$ cat src/hdl/ptd_pkg.sv
// ----------------------------------------------------------------------------
// ptd_pkg: shared constants of the trial-division primality tester
// Holds the fixed divisor schedule and the smallest prime.
// ----------------------------------------------------------------------------
`default_nettype none

package ptd_pkg;

   // first trial divisor and the step between trial divisors
   localparam int unsigned FIRST_ODD_DIVISOR = 3;
   localparam int unsigned DIVISOR_STEP      = 2;

   // the only even prime
   localparam int unsigned SMALLEST_PRIME    = 2;

endpackage : ptd_pkg

`default_nettype wire

$ cat src/hdl/prime_test_trial_division_core.sv
// ----------------------------------------------------------------------------
// prime_test_trial_division_core: trial-division primality tester
// Takes one candidate on the req_ channel and returns one prime flag on the
// rsp_ channel. Both channels transfer when valid is high and stall is low.
// 0 and 1 give 0, 2 gives 1, other even numbers give 0. An odd candidate is
// divided by 3, 5, 7, ... with a bit-serial restoring divider, one quotient
// bit per cycle, until the divisor exceeds the quotient (prime) or a
// remainder is zero (not prime).
// The trivial cases go from the idle state straight to the done state;
// an odd candidate runs the divide and check states once per divisor
// tried. Worst case at 32 bits is about 32768 divisors.
// One candidate is worked on at a time; req_stall is high while it runs.
// A new candidate may be taken while the previous flag still waits on a
// stalled rsp_ channel; the result register holds until it transfers.
// Reset (synchronous, active high) drops any item in flight and clears
// rsp_valid.
// ----------------------------------------------------------------------------
`default_nettype none

module prime_test_trial_division_core
   import ptd_pkg::*;
#(
   parameter int NUMBER_WIDTH = 32
) (
   input  logic                    clock,
   input  logic                    reset,
   input  logic                    req_valid,
   output logic                    req_stall,
   input  logic [NUMBER_WIDTH-1:0] req_candidate,
   output logic                    rsp_valid,
   input  logic                    rsp_stall,
   output logic                    rsp_prime_flag
);

   localparam int CountWidth = $clog2(NUMBER_WIDTH);
   localparam logic [CountWidth-1:0] LastBit = CountWidth'(NUMBER_WIDTH - 1);
   localparam logic [NUMBER_WIDTH-1:0] FirstDivisor = NUMBER_WIDTH'(FIRST_ODD_DIVISOR);
   localparam logic [NUMBER_WIDTH-1:0] DivisorStep  = NUMBER_WIDTH'(DIVISOR_STEP);
   localparam logic [NUMBER_WIDTH-1:0] SmallPrime   = NUMBER_WIDTH'(SMALLEST_PRIME);

   typedef enum logic [1:0] {
      ST_IDLE,
      ST_DIV,
      ST_CHECK,
      ST_DONE
   } state_type;

   state_type               state_ff;
   logic [NUMBER_WIDTH-1:0] num_ff;
   logic [NUMBER_WIDTH-1:0] quo_ff;
   logic [NUMBER_WIDTH-1:0] rem_ff;
   logic [NUMBER_WIDTH-1:0] div_ff;
   logic [CountWidth-1:0]   cnt_ff;
   logic                    flag_ff;
   logic                    rsp_valid_ff;
   logic                    rsp_flag_ff;

   logic [NUMBER_WIDTH:0]   trial;
   logic [NUMBER_WIDTH:0]   diff;
   logic                    fits;
   logic [NUMBER_WIDTH-1:0] rem_in;

   // one restoring step: bring down the next dividend bit, subtract if it fits
   always_comb begin
      trial  = {rem_ff, quo_ff[NUMBER_WIDTH-1]};
      diff   = trial - {1'b0, div_ff};
      fits   = (trial >= {1'b0, div_ff});
      rem_in = fits ? diff[NUMBER_WIDTH-1:0] : trial[NUMBER_WIDTH-1:0];
   end

   always_ff @(posedge clock) begin
      if (reset) begin
         state_ff     <= ST_IDLE;
         rsp_valid_ff <= 1'b0;
      end else begin
         // the done state reloads the result register itself
         if (rsp_valid_ff && !rsp_stall && state_ff != ST_DONE) begin
            rsp_valid_ff <= 1'b0;
         end
         case (state_ff)
            ST_IDLE: begin
               if (req_valid) begin
                  num_ff <= req_candidate;
                  quo_ff <= req_candidate;
                  rem_ff <= '0;
                  div_ff <= FirstDivisor;
                  cnt_ff <= LastBit;
                  if (req_candidate < SmallPrime) begin
                     flag_ff  <= 1'b0;
                     state_ff <= ST_DONE;
                  end else if (req_candidate == SmallPrime) begin
                     flag_ff  <= 1'b1;
                     state_ff <= ST_DONE;
                  end else if (!req_candidate[0]) begin
                     flag_ff  <= 1'b0;
                     state_ff <= ST_DONE;
                  end else begin
                     state_ff <= ST_DIV;
                  end
               end
            end
            ST_DIV: begin
               // quotient bits shift in as dividend bits shift out
               quo_ff <= {quo_ff[NUMBER_WIDTH-2:0], fits};
               rem_ff <= rem_in;
               if (cnt_ff == '0) begin
                  state_ff <= ST_CHECK;
               end else begin
                  cnt_ff <= cnt_ff - 1'b1;
               end
            end
            ST_CHECK: begin
               // divisor above quotient means divisor squared exceeds candidate
               if (div_ff > quo_ff) begin
                  flag_ff  <= 1'b1;
                  state_ff <= ST_DONE;
               end else if (rem_ff == '0) begin
                  flag_ff  <= 1'b0;
                  state_ff <= ST_DONE;
               end else begin
                  div_ff   <= div_ff + DivisorStep;
                  quo_ff   <= num_ff;
                  rem_ff   <= '0;
                  cnt_ff   <= LastBit;
                  state_ff <= ST_DIV;
               end
            end
            ST_DONE: begin
               if (!rsp_valid_ff || !rsp_stall) begin
                  rsp_valid_ff <= 1'b1;
                  rsp_flag_ff  <= flag_ff;
                  state_ff     <= ST_IDLE;
               end
            end
            default: begin
               state_ff <= ST_IDLE;
            end
         endcase
      end
   end

   assign req_stall      = (state_ff != ST_IDLE);
   assign rsp_valid      = rsp_valid_ff;
   assign rsp_prime_flag = rsp_flag_ff;

`ifndef ASSERT_OFF
   // a new result only ever comes out of the done state
   a_result_source : assert property (@(posedge clock) disable iff (reset)
      $rose(rsp_valid_ff) |-> $past(state_ff == ST_DONE))
      else $error("result raised outside done state");

   // trial divisors stay odd
   a_divisor_odd : assert property (@(posedge clock) disable iff (reset)
      (state_ff == ST_DIV || state_ff == ST_CHECK) |-> div_ff[0])
      else $error("even trial divisor");

   // restoring division keeps the partial remainder below the divisor
   a_rem_bound : assert property (@(posedge clock) disable iff (reset)
      (state_ff == ST_DIV || state_ff == ST_CHECK) |-> (rem_ff < div_ff))
      else $error("partial remainder not below divisor");

   // an accepted candidate always starts work
   a_accept_busy : assert property (@(posedge clock) disable iff (reset)
      (req_valid && !req_stall) |=> (state_ff == ST_DIV || state_ff == ST_DONE))
      else $error("accepted candidate did not start");
`endif

endmodule : prime_test_trial_division_core

`default_nettype wire
$ cat config.mk
export PLATFORM = sky130hd
export DESIGN_NAME = prime_test_trial_division_core
export DESIGN_NICKNAME = d
export VERILOG_FILES = /design/src/hdl/ptd_pkg.sv /design/src/hdl/prime_test_trial_division_core.sv
export SDC_FILE = /design/constraint.sdc
export NUM_CORES = 1
export LEC_CHECK = 0
export BUFFER_PORTS_ARGS = -buffer_cell sky130_fd_sc_hd__buf_2
export CORE_ASPECT_RATIO = 0.7
export CORE_MARGIN = 2
export CORE_UTILIZATION = 65
export CTS_BUF_LIST = sky130_fd_sc_hd__clkbuf_8 sky130_fd_sc_hd__clkbuf_16
export CTS_CLUSTER_DIAMETER = 120
export DETAILED_ROUTE_END_ITERATION = 8
export PLACE_DENSITY_LB_ADDON = 0.3
export SYNTH_ARGS = -nofsm -noshare
export SYNTH_HDL_FRONTEND = slang
export SYNTH_SLANG_ARGS = --single-unit
$ cat constraint.sdc
create_clock -name clock -period 23.3 [get_ports clock]
set_input_delay 3.495 -clock clock [delete_from_list [all_inputs] [get_ports clock]]
set_output_delay 3.495 -clock clock [all_outputs]
set_load 0.05 [all_outputs]
* Word-level counts from Yosys, hierarchy flattened
Cells that the tools add are included.
** Storage, ports and cells
- ROM bits :: 0
- Word-level logic and storage cells :: 84
- Flip-flop bits (word level) :: 138
- Output and inout port bits :: 3
- Bits in writable memories :: 0
- Bits in latches :: 0
- Bits of input ports :: 36
- Memories :: 0
** Operators by class
- Muxes and demuxes :: 37
- Bitwise operators :: 1
- Divide/modulo/power cells :: 0
- Add/subtract/negate cells :: 3
- Reduce and logical (&&, ||, !) cells :: 18
- $lt $le $gt $ge :: 3
- Multiply operators :: 0
- Equal/unequal tests :: 13
- Shift operators :: 0
** Operator list (count)
- two-way mux 32 bit :: 10
- case mux 32 bit (3 select lines) :: 2
- case mux 32 bit (2 select lines) :: 1
- >= comparator 33 x 32 -> 1 bit :: 1
- adder 32 x 2 -> 32 bit (second input constant) :: 1
- equality test 32 x 2 -> 1 bit (second input constant) :: 1
- > comparator 32 bit :: 1
- logical NOT 32 bit :: 1
- less-than comparator 32 x 2 -> 1 bit (second input constant) :: 1
- subtractor 32 bit :: 1
- two-way mux 5 bit :: 4
- two-way mux 2 bit :: 8
- case mux 5 bit (3 select lines) :: 1
- AND reduction 5 bit :: 3
- inequality test 2 bit (second input constant) :: 7
- two-way mux 1 bit :: 9
- AND reduction 3 bit :: 3
- case mux 2 bit (4 select lines) :: 1
- AND reduction 6 bit :: 1
- logical NOT 5 bit :: 1
- subtractor 5 x 1 -> 5 bit (second input constant) :: 1
- equality test 2 bit (second input constant) :: 2
- inequality test 4 bit (second input constant) :: 1
- nonzero test 2 bit :: 2
- 9 further kinds :: 11

* Depth between registers and ports, before layout
Gate-level depths: netlist of run 1.
- Depth after elaboration :: 6
- Depth in mapped cells :: 13
- Gate-level depth less buffers :: 11

* Least setup slack after synthesis of run 1
No wires, ideal clock.
- Path kind :: input-to-reg
- From :: in reset
- To :: reg cnt_ff[0] (enable)
- Arrival time :: 10.445 ns
- Path buffers :: 0
- Required time :: 22.980 ns
- Stages on the path :: 2
- Setup time :: 0.320 ns
- Slack :: 12.536 ns
- Cells stage by stage :: nor4_1 -> o21a_1
** On the way
- Longest elaborated chain between the ends :: 2
** RTL lines
- start, declared :: RTL line prime_test_trial_division_core.sv:26 : input logic reset,
- inverter 1 bit (no source line)
- AND reduction 6 bit (no source line)
- end signal, assigned :: RTL line prime_test_trial_division_core.sv:87 : cnt_ff <= LastBit;
- end signal, assigned :: RTL line prime_test_trial_division_core.sv:109 : cnt_ff <= cnt_ff - 1'b1;
- end signal, assigned :: RTL line prime_test_trial_division_core.sv:124 : cnt_ff <= LastBit;
- end, declared :: RTL line prime_test_trial_division_core.sv:53 : logic [CountWidth-1:0] cnt_ff;
Every way passes these cells.
A chain may end at the register's enable or synchronous reset.

* Worst setup path in the final report of run 1
- From :: in req_candidate[30]
- To :: reg flag_ff (enable)
** On the way
- Longest elaborated chain between the ends :: 3
- Elaborated cells on any way between the ends :: 4
- Those cells by class :: order compare: 1; eq/ne: 2; reduce/logical: 1
** RTL lines
- start, declared :: RTL line prime_test_trial_division_core.sv:29 : input logic [NUMBER_WIDTH-1:0] req_candidate,
- less-than comparator 32 x 2 -> 1 bit or equality test 32 x 2 -> 1 bit (tied branches) :: RTL line prime_test_trial_division_core.sv:88, prime_test_trial_division_core.sv:91
- inequality test 4 bit (no source line) (*)
- AND reduction 5 bit (no source line) (*)
- end signal, assigned :: RTL line prime_test_trial_division_core.sv:89 : flag_ff <= 1'b0;
- end signal, assigned :: RTL line prime_test_trial_division_core.sv:92 : flag_ff <= 1'b1;
- end signal, assigned :: RTL line prime_test_trial_division_core.sv:95 : flag_ff <= 1'b0;
- end, declared :: RTL line prime_test_trial_division_core.sv:54 : logic flag_ff;
Mark *: on every way between the ends. The rest lies on a longest branch, timed or not.

==> results by stage, run 1 <==
Status:
- The flow ran to the end, and the final reports show no timing, DRC or antenna violations.

Clock network:
- The root buffer cell is clkbuf_16.
- In this run the number of H-tree levels came out at 4.
- Post-CTS timing repair inserted 0 buffers for setup.
- The buffer depth of the longest clock path is 2.
- The sink count of the clock tree is 137.
- The post-cts repair resize count is 0.
- In this run, CTS created clock tree buffers numbering 17.
- The TritonCTS clock tree is yes.
- After clock tree synthesis, the clock-pin slew on the worst setup and hold paths is 0.07 ns.
- The later pin in the worst-skew pair is clocked with a latency of 0.43 ns.
- After clock tree synthesis, the flow added hold-fix buffers numbering 0.

Yosys:
- The fraction of synthesized area in multiplexers is 2.36%.
- Of all flip-flops after synthesis, the portion carrying an async set or reset was 0%.
- Yosys printed 0 warnings.
- The synthesized cell area is 8900 um^2.
- The fraction of the mapped netlist area in adder cells is 9.93%.
- The most common cell in the netlist is edfxtp_1.
- After Yosys synthesis, XOR and XNOR cells account for 4.82% of the synthesized area.
- The number of storage elements in the synthesis netlist is 137.
- Sequential elements use 45.9% of the synthesized area.
- The post-synthesis cell type count is 61.
- Yosys mapped a number of flops with a built-in enable equal to 134.
- After synthesis, the cell types taking the most area are edfxtp_1 45%, ha_1 9.7%, nor2_1 4.6%.
- After synthesis, the most frequently instantiated cells are 134 x edfxtp_1, 108 x nor2_1, 80 x a21oi_1.
- The area fraction of the dominant cell type after synthesis is 45.2%.
- The largest family of logic cells by synthesized area is compound AO/OA/AOI/OAI gates.
- The prevailing post-synth register cell is edfxtp_1.
- The simple-gate portion of the synthesized area is 15.0%.
- After technology mapping, the gate count stands at 899.
- The synthesized area per cell is 9.90 um^2.
- The compound-gate portion of the synthesized area is 17.0%.
- When the netlist entered floorplanning its net count stood at 1,005.
- edfxtp_1 takes more of the synthesized area than any other cell.

Place:
- Routability-driven placement finished with a final weighted congestion of 0.896.
- Timing analysis after detailed placement gives a worst setup slack of 17.66 ns.
- Input and output buffers added on the ports amount to 38.
- After legalization and detailed placement, the total HPWL measured 14,800 um.

STA:
- The number of hold violations in the final report is 0.
- The final-layout setup total negative slack is 0 ns.
- After layout, the minimum clock period comes to 5.25 ns.
- The worst slew margin relative to its limit is 33.6%.
- The final worst setup slack is 18.05 ns.
- The worst clock skew is 0.0157 ns.
- Setup repair after global routing left no endpoint under its margin.
- Derived from the worst setup path, the maximum achievable clock frequency is 190 MHz.
- Hold is met by 0.468 ns.
- The final worst-path cycle share is 22.5%.
- The total count of max-transition violations in the final report is 0.
- The total of endpoints with negative setup slack in the final report is 0.
- The actual transition at the worst max-transition pin is 0.991 ns.

Layout:
- The post-route netlist has 9.64% of its cells at a drive strength greater than 1.
- The synthesis-to-finish area growth is 10.1%.
- The number of nets in the finished design is 1,037.
- 0 antenna diodes ended up in the layout.

Setup path:
- The slowest library cell on the worst path is o311ai_0.
- The critical path starts at req_candidate[30].
- The critical setup path kind is in2reg.
- The sort of element at the end of the critical path is a register.
- In this run the critical register-to-register path is captured at cnt_ff[3].
- For this run, the slowest stage of the critical path takes 0.71 ns.
- Data on the critical path is required at its endpoint by 23.43 ns.
- The worst register-to-register path has a depth of 11.
- Along the worst path, the maximum fanout reaches 3.
- The worst reg2reg path startpoint is quo_ff[31].
- The signal on the critical path passes through buf_2 -> nor4_1 -> nand4_1 -> o311ai_0 -> nand2_1 -> a41oi_1.
- For flop-to-flop paths, the worst setup slack is 19.00 ns.
- The arrival time at the worst endpoint is 5.39 ns.
- STA classifies the critical path startpoint as an input port.

Die:
- After floorplanning, the core was divided into 35 placement rows.
- In this run the vertical extent of the chip is 102 um.
- The total area inside the core boundary comes to 13,300 um^2.
- The chip width is 144 um.
- For this configuration, the core starts out at a cell density of 67.1%.
- The area of the die is 14,700 um^2.
- During I/O placement, the number of pins put on the boundary was 39.

Flow run:
- Across the run, the number of max-cap violations was 0.

Power:
- The overall power consumption is 0.00139 W.
- The switching power as a share of total power is 43.7%.
- The leakage power summed over all cells is 3.95 nW.
- The total power density per cell area is 142 nW/um^2.
- The analysis attributes to net switching a power of 0.000606 W.
- Internal power comes to 0.000781 W.
- The sequential share of power is 31.8%.
- The share of total power dissipated in combinational logic is 49.7%.
- The worst voltage drop across the vdd grid is 0.0806 mV.
- The fraction of power consumed by the clock network is 18.5%.

Global routing:
- Entering global routing, the biggest net connects 66 pins.
- The via count of the first global-routing pass is 6,611.
- The global-route usage over all layers is 30.5%.
- The initial antenna violation count is 0.
- The global-route wire length before repair is 34,200 um.
- The total overflow left after global routing is 0.

Route:
- The routed layout has 7,118 vias.
- After detailed routing, the number of vias per cell comes to 6.30.
- The final routed DRC violation total is 0.
- The total iterations of the first detailed-routing run is 6.
- For this block, the routed nets add up to 21,200 um of wire.
- The final antenna-violating net count is 0.
- The average wire per standard cell is 18.8 um.
- The number of violations reported at the end of detailed-routing iteration 0 is 817.

Hold path:
- The class of the tightest hold or removal check is reg2reg.
- The worst hold path was traced through 0 stages.
- In this run the most critical hold path is launched from flag_ff.
- For hold timing, the worst endpoint is rsp_prime_flag.
[registers in the layout, summed over array words and instances, names as in the netlist]
name,flops
cnt_ff,5
div_ff,31
flag_ff,1
num_ff,32
quo_ff,32
rem_ff,32
rsp_prime_flag,1
rsp_valid,1
state_ff,2
[logic make-up (layout without fill, tap and decap cells)]
group           count (synthesis)  count (layout)
mux                            21              21
buf+inv                       111             156
fa+ha+maj                      70              70
xor+xnor                       49              49
simple gates                  283             283
compound gates                228             228
flops                         137             137
[worst max-delay path, delay by kind of cell]
family | cells | cell delay, ns
compound gates | 2 | 0.91
buf+inv | 1 | 0.12
simple gates | 3 | 0.85
[layout by cell type, fill, tap and decap left out, drive strengths merged, types with 21 or more instances in the layout]
cell,synthesis,layout
nor2,108,108
edfxtp,134,134
ha,69,69
buf,12,46
nand3,28,28
a21oi,82,82
xnor2,41,41
a21o,29,29
a22oi,33,33
inv,77,86
o21ai,27,27
mux2i,21,21
nand2,54,54
[metrics by stage]
stage,instance area (um^2),std cells,util [%]
2_1_floorplan,8900,899,-
3_3_place_gp,9250,1097,69.7
3_5_place_dp,9250,1097,69.7
4_1_cts,9800,1129,73.9
5_1_grt,9800,1129,73.9
6_report,9800,1129,73.9
[worst max-delay path by stage]
stage                     slack [ns]         to
after floorplan                12.54  cnt_ff[0]
after global placement         17.80    flag_ff
after detailed placement       17.66    flag_ff
after CTS                      18.07    flag_ff
after global routing           17.93    flag_ff
final                          18.05    flag_ff
[metal layers]
layer	vias up	global-route usage (%)	share of wire, %
li1	3382	-	-
met5	-	0	0
met1	3378	45.0	46
met3	38	6.75	8.9
met4	0	9.65	2.0
met2	320	45.4	43
[layout make-up]
cell class / count / area [um^2]
inverter: 78 / 293
clock inverter: 15 / 131
clock buffer: 17 / 425
sequential: 137 / 4080
timing repair buffer: 46 / 250
multi-input combinational: 651 / 4390
fill: 938 / 3470
tap: 185 / 231
[power groups by stage]
stage / clock [W] / combinational (W) / sequential (W)
floorplan: 0 / 0.000534 / 0.000426
global placement: 0 / 0.000652 / 0.000441
detailed placement: 0 / 0.000667 / 0.000442
CTS: 0.000258 / 0.000678 / 0.000439
global route: 0.000270 / 0.000759 / 0.000448
finish: 0.000257 / 0.000689 / 0.000441
Note: power is estimated with default switching activity, not from simulation.
==> run 2, diff against run 1 <==
--- a/config.mk
+++ b/config.mk
@@ -5,10 +5,11 @@
 export SDC_FILE = /design/constraint.sdc
 export NUM_CORES = 1
 export LEC_CHECK = 0
+export ABC_AREA = 1
 export BUFFER_PORTS_ARGS = -buffer_cell sky130_fd_sc_hd__buf_2
 export CORE_ASPECT_RATIO = 0.7
 export CORE_MARGIN = 2
-export CORE_UTILIZATION = 65
+export CORE_UTILIZATION = 57
 export CTS_BUF_LIST = sky130_fd_sc_hd__clkbuf_8 sky130_fd_sc_hd__clkbuf_16
 export CTS_CLUSTER_DIAMETER = 120
 export DETAILED_ROUTE_END_ITERATION = 8
==> constraint.sdc (replaced) <==
create_clock -name clock -period 4.8 [get_ports clock]
set_input_delay 0.72 -clock clock [delete_from_list [all_inputs] [get_ports clock]]
set_output_delay 0.72 -clock clock [all_outputs]
set_load 0.05 [all_outputs]
==> run 2 against run 1 <==
  * First-iteration DRC count is 7.2% higher
  * Clock-buffer cell count stayed put
  * Synthesized cell count is 32% higher
  * Global-route usage is 0.71 points lower
  * Die area is 21% higher
  * Largest cell class unchanged
==> results by stage, run 2 <==
Status:
- The flow ran to the end, and the final reports show no timing, DRC or antenna violations.

STA:
- Setup repair after global routing left no endpoint under its margin.
- The final-layout setup total negative slack is 0 ns (unchanged).
- The total of endpoints with negative setup slack in the final report is 0 (unchanged).
- The number of hold violations in the final report is 0 (unchanged).
- The total count of max-transition violations in the final report is 0 (unchanged).
- The final hold slack is 0.474 ns (+0.00605 ns).
- Dividing the final minimum period by the clock period gives 65.0%.
- The time the final worst path needs with I/O delays and setup is 3.12 ns.
- The final worst setup slack is 1.68 ns (-16.37 ns).
- The worst slew margin relative to its limit came to 34.8% (+1.3 points).
- Based on the critical path, the design can be clocked at up to 321 MHz.
- The actual transition at the worst max-transition pin is 0.969 ns (-0.0218 ns).
- The worst clock skew is 0.0136 ns (-0.00210 ns).

Layout:
- The fraction of layout cells with a size suffix above 1 came to 9.44% (-0.20 points).
- The area occupied by multi-input gates is 4720 um^2 (+7.5%).
- The library cell used most frequently in the layout, excluding fill and tap cells, is nand2_1.
- The number of nets in the finished design was 1,333 (+29%).
- The number of antenna cells inserted came to 0 (unchanged).
- The area occupied by registers is 4080 um^2 (unchanged).
- The final standard cell count with taps included and fillers excluded is 1,465 (+30%).
- The top cell types in the final layout, fill and taps aside, are 239 x nand2_1, 166 x nor2_1, 153 x inv_1, 134 x a21oi_1, 134 x edfxtp_1.
- The synthesis-to-finish area growth is 10.4%.
- The largest registers in the layout are num_ff (32), quo_ff (32), rem_ff (32).
- The filler cell count in the final layout is 1,441 (+54%).

Power:
- The switching power as a share of total power is 46.7% (+3.0 points).
- The sequential share of power is 30.4% (-1.4 points).
- The power share of the combinational group was 50.9% (+1.2 points).
- The worst voltage drop across the vdd grid is 0.566 mV (+600%).
- The fraction of power consumed by the clock network is 18.8% (+0.3 points).
- The leakage power summed over all cells is 4.49 nW (+14%).
- The switching power summed over all nets is 0.00325 W (+440%).
- The internal power is 0.00371 W (+370%).
- The total power density per cell area is 663 nW/um^2 (+370%).

Yosys:
- The register area share after synthesis came to 42.9% (-2.9 points).
- Summed over all instances, the cell type with the most area after synthesis is edfxtp_1.
- The synthesized cell area was 9510 um^2 (+6.9%).
- The most used flip-flop cell after synthesis is edfxtp_1.
- The area fraction of the dominant cell type after synthesis is 42.3% (-2.9 points).
- The fraction of synthesized area in multiplexers was 0% (-2.4 points).
- The Yosys warning count is 0 (unchanged).
- The fraction of registers with async set/reset is 0% (unchanged).
- The gate count after technology mapping was 1,189 (+32%).
- The fraction of the mapped netlist area in adder cells is 9.29% (-0.64 points).
- The synthesized area per cell is 8.00 um^2 (-19%).
- The net count of the mapped netlist is 1,295 (+29%).
- The number of flops mapped to enable cells by yosys was 134 (unchanged).
- The simple-gate portion of the synthesized area is 24.7% (+9.7 points).
- nand2_1 is the most common cell in the netlist.
- The largest family of logic cells by synthesized area is simple AND/OR/NAND/NOR gates.
- By area the synthesized netlist is led by edfxtp_1 42%, nand2_1 9.4%, ha_1 9.1%.
- The compound-gate portion of the synthesized area is 13.4% (-3.6 points).
- By count the netlist is led by 239 x nand2_1, 168 x nor2_1, 153 x inv_1.
- The post-synthesis cell type count is 38 (-38%).
- The number of storage elements in the synthesis netlist is 137 (unchanged).
- The synthesized-area fraction occupied by xor and xnor cells came to 1.93% (-2.9 points).

Setup path:
- The number of cells on the worst reg-to-reg path is 11 (unchanged).
- The worst setup path is captured at a register.
- The arrival time at the worst endpoint is 3.18 ns (-2.21 ns).
- The critical setup path kind is reg2reg.
- The maximum fanout along the worst path is 33 (+30).
- STA classifies the critical path startpoint as a register.
- The data required time at the worst endpoint is 4.86 ns (-18.57 ns).

Hold path:
- The cell count of the worst hold path is 0 (unchanged).
- The class of the tightest hold or removal check is reg2reg.

Die:
- The area of the die is 17,800 um^2 (+21%).
- The die outline height is 112 um (+10%).
- The number of ports placed on the die boundary is 39 (unchanged).
- The chip width came to 158 um (+10%).
- The placeable core area was 16,300 um^2 (+23%).
- The initial core utilization was 58.4% (-8.7 points).
- The count of standard-cell rows is 39 (+11%).

Clock network:
- The number of buffers created by CTS is 17 (unchanged).
- The post-cts repair resize count is 0 (unchanged).
- The number of buffers added to fix hold violations after cts is 0 (unchanged).
- The root buffer cell is clkbuf_16.
- The depth of the CTS H-tree is 4 (unchanged).
- The clock transition time at the flip-flop clock pins of the worst setup and hold paths is 0.07 ns (about the same).
- The buffer depth of the longest clock path is 2 (unchanged).
- The clock latency reported for the late side of the worst-skew pair was 0.43 ns (about the same).
- The number of post-CTS setup repair buffers is 0 (unchanged).
- The sink count of the clock tree is 137 (unchanged).
- The TritonCTS clock tree is yes.

Route:
- The final wirelength came to 25,500 um (+20%).
- The total iterations of the first detailed-routing run was 6 (unchanged).
- The average wire per standard cell was 17.4 um (-7.2%).
- The final routed DRC violation total is 0 (unchanged).
- The final antenna-violating net count is 0 (unchanged).
- The via density per instance came to 5.83 (-7.6%).
- The total number of vias is 8,535 (+20%).
- The number of violations reported at the end of detailed-routing iteration 0 is 876 (+7.2%).

Flow run:
- The max-capacitance violation count was 0 (unchanged).

Place:
- The count of placed standard cells including taps was 1,433 (+31%).
- The detailed placement HPWL is 19,200 um (+29%).
- The number of buffers inserted by port buffering is 38 (unchanged).
- The worst setup timing slack at the placement stage is 1.75 ns (-15.91 ns).
- The final RePlAce weighted congestion was 1.01 (+13%).

Global routing:
- The via count of the first global-routing pass is 7,785 (+18%).
- The global-route wire length before repair is 40,700 um (+19%).
- The leftover overflow at the end of global routing is 0 (unchanged).
- The initial antenna violation count came to 0 (unchanged).
- The global-route usage over all layers was 29.8% (-0.71 points).
- The largest net degree at the start of global routing is 68 (+3.0%).
-- run 2: changes by cell type after synthesis, sizes merged, moves of 25 or more --
cell   delta
nor2     +67
a21o     -25
inv      +79
nand2   +191
o21ai    +44
a21oi    +52
xnor2    -37
-- run 2: metrics by stage --
step	area [um^2]	util, %	power (W)
after floorplan	9520	-	0.00467
after global placement	9920	60.8	0.00550
after detailed placement	9920	60.8	0.00555
after CTS	10500	64.4	0.00689
after global routing	10500	64.4	0.00748
final	10500	64.4	0.00696
-- run 2: layout make-up --
class                           instances  share of cell area [%]
Inverter                              156                    5.58
Multi-Input combinational cell        869                    44.9
Clock inverter                         15                    1.47
Clock buffer                           17                    4.05
Sequential cell                       137                    38.9
Tap cell                              225                    2.68
Timing Repair Buffer                   46                    2.38
-- run 2: kinds of logic (layout without fill, tap and decap cells) --
family,count (synthesis),count (layout)
adder cells (fa/ha/maj),70,70
XOR/XNOR,21,21
AO/OA/AOI/OAI,238,238
AND/OR/NAND/NOR,540,540
buffers and inverters,183,234
flip-flops,137,137
-- run 2: path summary, 6_finish.rpt --
path              start        endpoint  slack [ns]
max          quo_ff[31]       rem_ff[2]        1.68
min             flag_ff  rsp_prime_flag        0.47
max reg2reg  quo_ff[31]       rem_ff[2]        1.68
min reg2reg     flag_ff  rsp_prime_flag        0.47
-- run 2: worst max-delay path: stages, from the launching register on --
cell	delay, ns
edfxtp_1	0.52
inv_1	0.14
ha_1	0.32
nand2_1	0.07
nor2_1	0.13
nand4_1	0.19
nor2_1	0.22
nand4_1	0.18
nand3_1	0.19
nand2_1	0.18
nor3_4	0.17
buf_4	0.43
-- run 2: metal layers --
metal | wire (um) | track usage, %
met1 | 11900 | 46.1
met2 | 10100 | 40.4
met3 | 2990 | 9.42
met4 | 460 | 7.51
met5 | 23 | 0
-- run 2: power by group through the flow --
stage                     Clock [W]  Combinational [W]  Sequential [W]
after detailed placement          0            0.00343         0.00212
after global routing        0.00136            0.00397         0.00215
after global placement            0            0.00338         0.00211
after floorplan                   0            0.00262         0.00205
final                       0.00131            0.00354         0.00211
after CTS                   0.00131            0.00347         0.00210
